`src/apc_pkg.sv`:
```
// apc_pkg: shared constants, types and arithmetic helpers of the admittance
// position controller. No dependencies; every other file of the block imports it.
`default_nettype none

package apc_pkg;

  // fixed-point format of the work values
  localparam int FRAC_BITS = 16;

  // field and register widths
  localparam int POS_W     = 32;
  localparam int CUR_W     = 16;
  localparam int CFG_W     = 32;
  localparam int CFG_IDX_W = 2;
  localparam int ACC_W     = 64;
  localparam int HALF_W    = ACC_W / 2;

  // filter state stays below 2^(FRAC_BITS+13) in magnitude, plus a sign bit
  localparam int FF_W = FRAC_BITS + 14;

  // filter coefficients 0.18 and 0.02, rounded to nearest
  localparam int COEF_NEW = ((18 << FRAC_BITS) + 50) / 100;
  localparam int COEF_OLD = ((2 << FRAC_BITS) + 50) / 100;
  localparam int COEF_W   = $clog2(COEF_NEW + 1) + 1;

  localparam logic signed [COEF_W-1:0] COEF_NEW_C = COEF_W'(COEF_NEW);
  localparam logic signed [COEF_W-1:0] COEF_OLD_C = COEF_W'(COEF_OLD);

  // rescale of the spring term (Q16) and the damping term (Q17)
  localparam int SPRING_SHIFT = FRAC_BITS - 16;
  localparam int DAMP_SHIFT   = FRAC_BITS - 17;

  localparam logic signed [ACC_W-1:0] ACC_MAX = {1'b0, {(ACC_W-1){1'b1}}};
  localparam logic signed [ACC_W-1:0] ACC_MIN = {1'b1, {(ACC_W-1){1'b0}}};
  localparam logic [ACC_W-1:0]        ACC_ONES = {ACC_W{1'b1}};
  localparam logic [ACC_W-1:0]        FRAC_MASK =
    {{(ACC_W-FRAC_BITS){1'b0}}, {FRAC_BITS{1'b1}}};

  localparam logic signed [ACC_W-1:0] SP_MAX = ACC_W'(64'sd2147483647);
  localparam logic signed [ACC_W-1:0] SP_MIN = -ACC_W'(64'sd2147483648);

  // register reset values
  localparam logic [CFG_W-1:0] STIFFNESS_RST    = 32'd19661;
  localparam logic [CFG_W-1:0] DAMPING_RST      = 32'd52428800;
  localparam logic [CFG_W-1:0] INVERSE_MASS_RST = 32'd715828;

  typedef enum logic [CFG_IDX_W-1:0] {
    CFG_STIFFNESS    = 2'd0,
    CFG_DAMPING      = 2'd1,
    CFG_INVERSE_MASS = 2'd2
  } cfg_idx_e;

  typedef enum logic [3:0] {
    ST_IDLE,
    ST_SPRING,
    ST_DAMP,
    ST_SUM,
    ST_MAG,
    ST_MUL_LO,
    ST_MUL_HI,
    ST_ACCEL,
    ST_VEL,
    ST_POS,
    ST_OUT
  } state_e;

  // controller to datapath commands, one step each
  typedef struct packed {
    logic load;
    logic mul_spring;
    logic mul_damp;
    logic add_spring;
    logic add_damp;
    logic take_mag;
    logic mul_lo;
    logic mul_hi;
    logic form_accel;
    logic upd_vel;
    logic upd_pos;
    logic write_out;
  } cmd_t;

  // datapath to controller status
  typedef struct packed {
    logic out_free;
  } status_t;

  // saturated value with its clip flag
  typedef struct packed {
    logic signed [ACC_W-1:0] val;
    logic                    clip;
  } sat_t;

  // signed value from sign and magnitude, rescaled by a constant shift
  function automatic sat_t from_mag(input logic neg, input logic [ACC_W-1:0] mag_in,
                                    input int shift);
    sat_t              r;
    logic [ACC_W-1:0]  mag;
    logic              big;
    r.clip = 1'b0;
    r.val  = '0;
    mag    = mag_in;
    big    = 1'b0;
    if (shift < 0) begin
      mag = mag_in >> (-shift);
    end else if (shift > 0) begin
      big = (mag_in > (ACC_ONES >> shift));
      mag = mag_in << shift;
    end
    if (big) begin
      r.clip = 1'b1;
      r.val  = neg ? ACC_MIN : ACC_MAX;
    end else if (!neg) begin
      if (mag[ACC_W-1]) begin
        r.clip = 1'b1;
        r.val  = ACC_MAX;
      end else begin
        r.val = mag;
      end
    end else begin
      if (mag > ACC_MIN) begin
        r.clip = 1'b1;
        r.val  = ACC_MIN;
      end else begin
        r.val = -mag;
      end
    end
    return r;
  endfunction

  // saturating signed add
  function automatic sat_t sat_add(input logic signed [ACC_W-1:0] a,
                                   input logic signed [ACC_W-1:0] b);
    sat_t                    r;
    logic signed [ACC_W-1:0] s;
    s      = a + b;
    r.clip = 1'b0;
    r.val  = s;
    if ((a[ACC_W-1] == b[ACC_W-1]) && (s[ACC_W-1] != a[ACC_W-1])) begin
      r.clip = 1'b1;
      r.val  = a[ACC_W-1] ? ACC_MIN : ACC_MAX;
    end
    return r;
  endfunction

  // magnitude of a signed work value
  function automatic logic [ACC_W-1:0] magnitude(input logic signed [ACC_W-1:0] v);
    return v[ACC_W-1] ? ACC_W'(-v) : ACC_W'(v);
  endfunction

endpackage

`default_nettype wire

```
`src/apc_ctrl.sv`:
```
// apc_ctrl: sequencer of one control tick, steps the datapath through
// filter, force sum, acceleration and the two integrators. Depends on apc_pkg.
`default_nettype none

module apc_ctrl import apc_pkg::*; (
  input  logic    clk_i,
  input  logic    rst_ni,
  input  logic    in_valid_i,
  output logic    in_ready_o,
  input  status_t status_i,
  output cmd_t    cmd_o
);

  state_e state_q, state_d;

  // state register
  always_ff @(posedge clk_i or negedge rst_ni) begin
    if (!rst_ni) begin
      state_q <= ST_IDLE;
    end else begin
      state_q <= state_d;
    end
  end

  // next state and step commands
  always_comb begin
    state_d    = state_q;
    cmd_o      = '0;
    in_ready_o = 1'b0;
    case (state_q)
      ST_IDLE: begin
        in_ready_o = 1'b1;
        if (in_valid_i) begin
          cmd_o.load = 1'b1;
          state_d    = ST_SPRING;
        end
      end
      ST_SPRING: begin
        cmd_o.mul_spring = 1'b1;
        state_d          = ST_DAMP;
      end
      ST_DAMP: begin
        cmd_o.mul_damp   = 1'b1;
        cmd_o.add_spring = 1'b1;
        state_d          = ST_SUM;
      end
      ST_SUM: begin
        cmd_o.add_damp = 1'b1;
        state_d        = ST_MAG;
      end
      ST_MAG: begin
        cmd_o.take_mag = 1'b1;
        state_d        = ST_MUL_LO;
      end
      ST_MUL_LO: begin
        cmd_o.mul_lo = 1'b1;
        state_d      = ST_MUL_HI;
      end
      ST_MUL_HI: begin
        cmd_o.mul_hi = 1'b1;
        state_d      = ST_ACCEL;
      end
      ST_ACCEL: begin
        cmd_o.form_accel = 1'b1;
        state_d          = ST_VEL;
      end
      ST_VEL: begin
        cmd_o.upd_vel = 1'b1;
        state_d       = ST_POS;
      end
      ST_POS: begin
        cmd_o.upd_pos = 1'b1;
        state_d       = ST_OUT;
      end
      ST_OUT: begin
        if (status_i.out_free) begin
          cmd_o.write_out = 1'b1;
          state_d         = ST_IDLE;
        end
      end
      default: begin
        state_d = ST_IDLE;
      end
    endcase
  end

endmodule

`default_nettype wire

```
`config.mk`:
```
export PLATFORM = sky130hd
export DESIGN_NAME = apc_ctrl
export DESIGN_NICKNAME = d
export VERILOG_FILES = /design/src/apc_pkg.sv /design/src/apc_ctrl.sv
export SDC_FILE = /design/constraint.sdc
export NUM_CORES = 1
export LEC_CHECK = 0
export BUFFER_PORTS_ARGS = -buffer_cell sky130_fd_sc_hd__buf_2
export CAP_MARGIN = 40
export CORE_AREA = 5 5 42 44
export DETAILED_ROUTE_END_ITERATION = 12
export DIE_AREA = 0 0 47 49
export PLACE_DENSITY = 0.53
export SYNTH_ARGS = -nofsm -noshare
export SYNTH_HDL_FRONTEND = slang
export SYNTH_SLANG_ARGS = --single-unit
```
`constraint.sdc`:
```
create_clock -name clk_i -period 3.05 [get_ports clk_i]
set_clock_uncertainty 0.2 [all_clocks]
set_input_delay 0.1525 -clock clk_i [delete_from_list [all_inputs] [get_ports clk_i]]
set_output_delay 0.1525 -clock clk_i [all_outputs]
set_load 0.005 [all_outputs]
```
==> impl_metrics.ini <==
[finish]
multiInputGateArea_um2 = 169
seqCellArea_um2 = 100
top_regs = state_q x4
fillerInstances = 165
final_core_util = 0.289
finalNetCount = 59
diodes = 0
largest_reg_flops = 4
drive_above_1_share = 0.377
areaGrowthSynthToFinish_pct = 35.0
top_register = state_q

[clock_tree]
clockBufferDepth = 2
insertion_delay_ps = 230
path_clk_slew_ps = 40
root_buffer = clkbuf_4
cts_tree = built
postCtsSetupBuffers = 0
cts_buffers = 3
cts_resized = 0
clock_sinks = 4
h-tree-depth = 1

[pwr]
combPwrFrac = 0.480
clock_power_share = 0.152
switching_share = 0.439
vdd_drop_max_v = 0.000413
p_int_mw = 0.234
p_per_area_nw_per_um2 = 1030
p_leak_nw = 0.210
p_seq_frac = 0.368
finalPower_mw = 0.417
p_switching_mw = 0.183

[synth]
syn-cell-area_um2 = 300
synth_largest_area_cell = dfrtp_1
avgSynthCellArea_um2 = 7.90
synth_edf_count = 0
synth_fa_ha_area_frac = 0
netlist.area_leader.share = 0.333
synth_top_family_by_area = simple AND/OR/NAND/NOR gates
synth_compound_area_frac = 0.179
async_flop_share = 1.00
yosysMostFrequentCell = nor3_1
synth_warnings = 0
yosysSeqAreaShare = 0.333
synth_commonest_cells = nor3_1, buf_2, dfrtp_1, nand2b_1, nor2_1
synth_ff_type = dfrtp_1
synthSimpleGateAreaFrac = 0.383
synth_mux_area_frac = 0
ys_types = 18
ys_top_cells_by_area = dfrtp_1, nor3_1, nand2b_1
synth-xor-area-share = 0
ys_ff_latch = 4
synth_nets = 42
netlist_instances = 38

[timing]
finalSetupViolCount = 0
hold_viol_final = 0
layout_min_cycle_time_ps = 1640
totalNegativeSetupSlack_ps = 0
fin_crit_sh = 0.537
tightest_slew_ps = 343
fmax_mhz = 611
rsz0062_at_grt = false
maxSlewViolCount = 0
slew_headroom = 0.771

[setup_path]
startpoint_type = flop
critPathArrivalTime_ps = 1280
r2r-start = state_q[3]
critPathLaunch = state_q[0]
reg2regPathDepth = 2
cp-endpoint = cmd_o[11]
crit_required_ps = 2700
critPathSlowestCell = dfrtp_1
cpPeakStageDelay_ps = 480
r2r_setup_slack_ps = 1810
cp-end-kind = primary output
critPathKind = reg2out
crit_fanout = 11
crit_chain = nor4_2 -> and2_1 -> buf_2
worstReg2RegEnd = state_q[3]

[placed_design]
place_hpwl_um = 545
port_buffers = 16
place.gp.congestion = 0.612

[detailed_routing]
dr_wl_met2_um = 335
totalWireLength_um = 686
drtIter0Drc = 6
wl_met1_um = 296
drtPass1Iterations = 2
wire_per_inst_um = 9.94
wl_met3_um = 54
antenna_left = 0
vias = 302
drc = 0
highest_layer = met3
vias_per_cell = 4.38

[floorplan]
chipWidth_um = 47
core_area_um2 = 1400
io_pins = 17
num_rows = 14
dieArea_um2 = 2300
die_y_um = 49
initial_utilization = 0.214

[global_route]
grt_max_degree = 13
groute.usage.overall = 0.0700
grt_pass1_vias = 298
antenna_found_initial = 0
grt_pass1_wl_mm = 1.21
grt_remaining_overflow = 0

[job]
cap_violations = 0

[worst_hold_path]
holdCritPathClass = in2async

[outcome]
status = completed
worst min-delay path by stage:
stage	start	end	slack [ps]
floorplan	rst_ni	state_q[0]	-340
global placement	rst_ni	state_q[1]	-240
detailed placement	rst_ni	state_q[3]	-240
CTS	rst_ni	state_q[3]	40
global route	rst_ni	state_q[3]	80
finish	rst_ni	state_q[3]	60
cells by family after synthesis:
family,Yosys count
buffers and inverters,6
and+or+nand+nor,21
AOI/OAI and AO/OA,7
DFF,4
cell type report:
class                   count  area share
multi-input cells          28       0.417
repair buffers             17       0.222
clock buffers               3      0.0556
flip-flops and latches      4       0.247
well taps                  16      0.0494
inverters                   1     0.00926
power groups by stage:
stage               sequential [mW]  combinational, mW  clock (mW)
floorplan                    0.0937              0.210           0
global placement              0.154              0.206           0
detailed placement            0.155              0.206           0
CTS                           0.154              0.207      0.0682
global route                  0.166              0.231      0.0684
finish                        0.153              0.200      0.0635
worst max-delay path, delay by kind of cell, from the launching register on:
kind                   cells  cell delay (ps)
AND/OR/NAND/NOR            2              470
flip-flops                 1              480
buffers and inverters      1              100
placed cells by master (no fill, tap or decap), drive strengths merged:
master       count
and2             1
clkbuf           3
dlygate4sd3      1
nor4             2
o21a             2
o22ai            1
dfrtp            4
nor3             7
nand2            2
a21oi            1
buf             16
inv              1
o211a            1
a21bo            1
a21boi           1
nand2b           4
nor2             4
nand3b           1
routing by layer:
metal | up-vias | GRT usage
li1 | 163 | -
met2 | 8 | 0.109
met4 | 0 | 0.0415
met5 | - | 0
met1 | 131 | 0.0846
met3 | 0 | 0.0148
metrics by stage:
step,cells,hold WS [ps],area (um^2),setup WS [ps]
5_1_grt,69,80.5,405,1290
4_1_cts,69,42.6,405,1380
2_1_floorplan,38,-343,300,1620
6_report,69,56.9,405,1410
3_5_place_dp,65,-242,373,1630
3_3_place_gp,65,-242,373,1630
what timing repair did:
action,CTS,global route
hold buffers,1,0
endpoints found under the hold margin,4,0
endpoints found under the setup margin,0,0
Note: power is estimated with default switching activity, not from simulation.
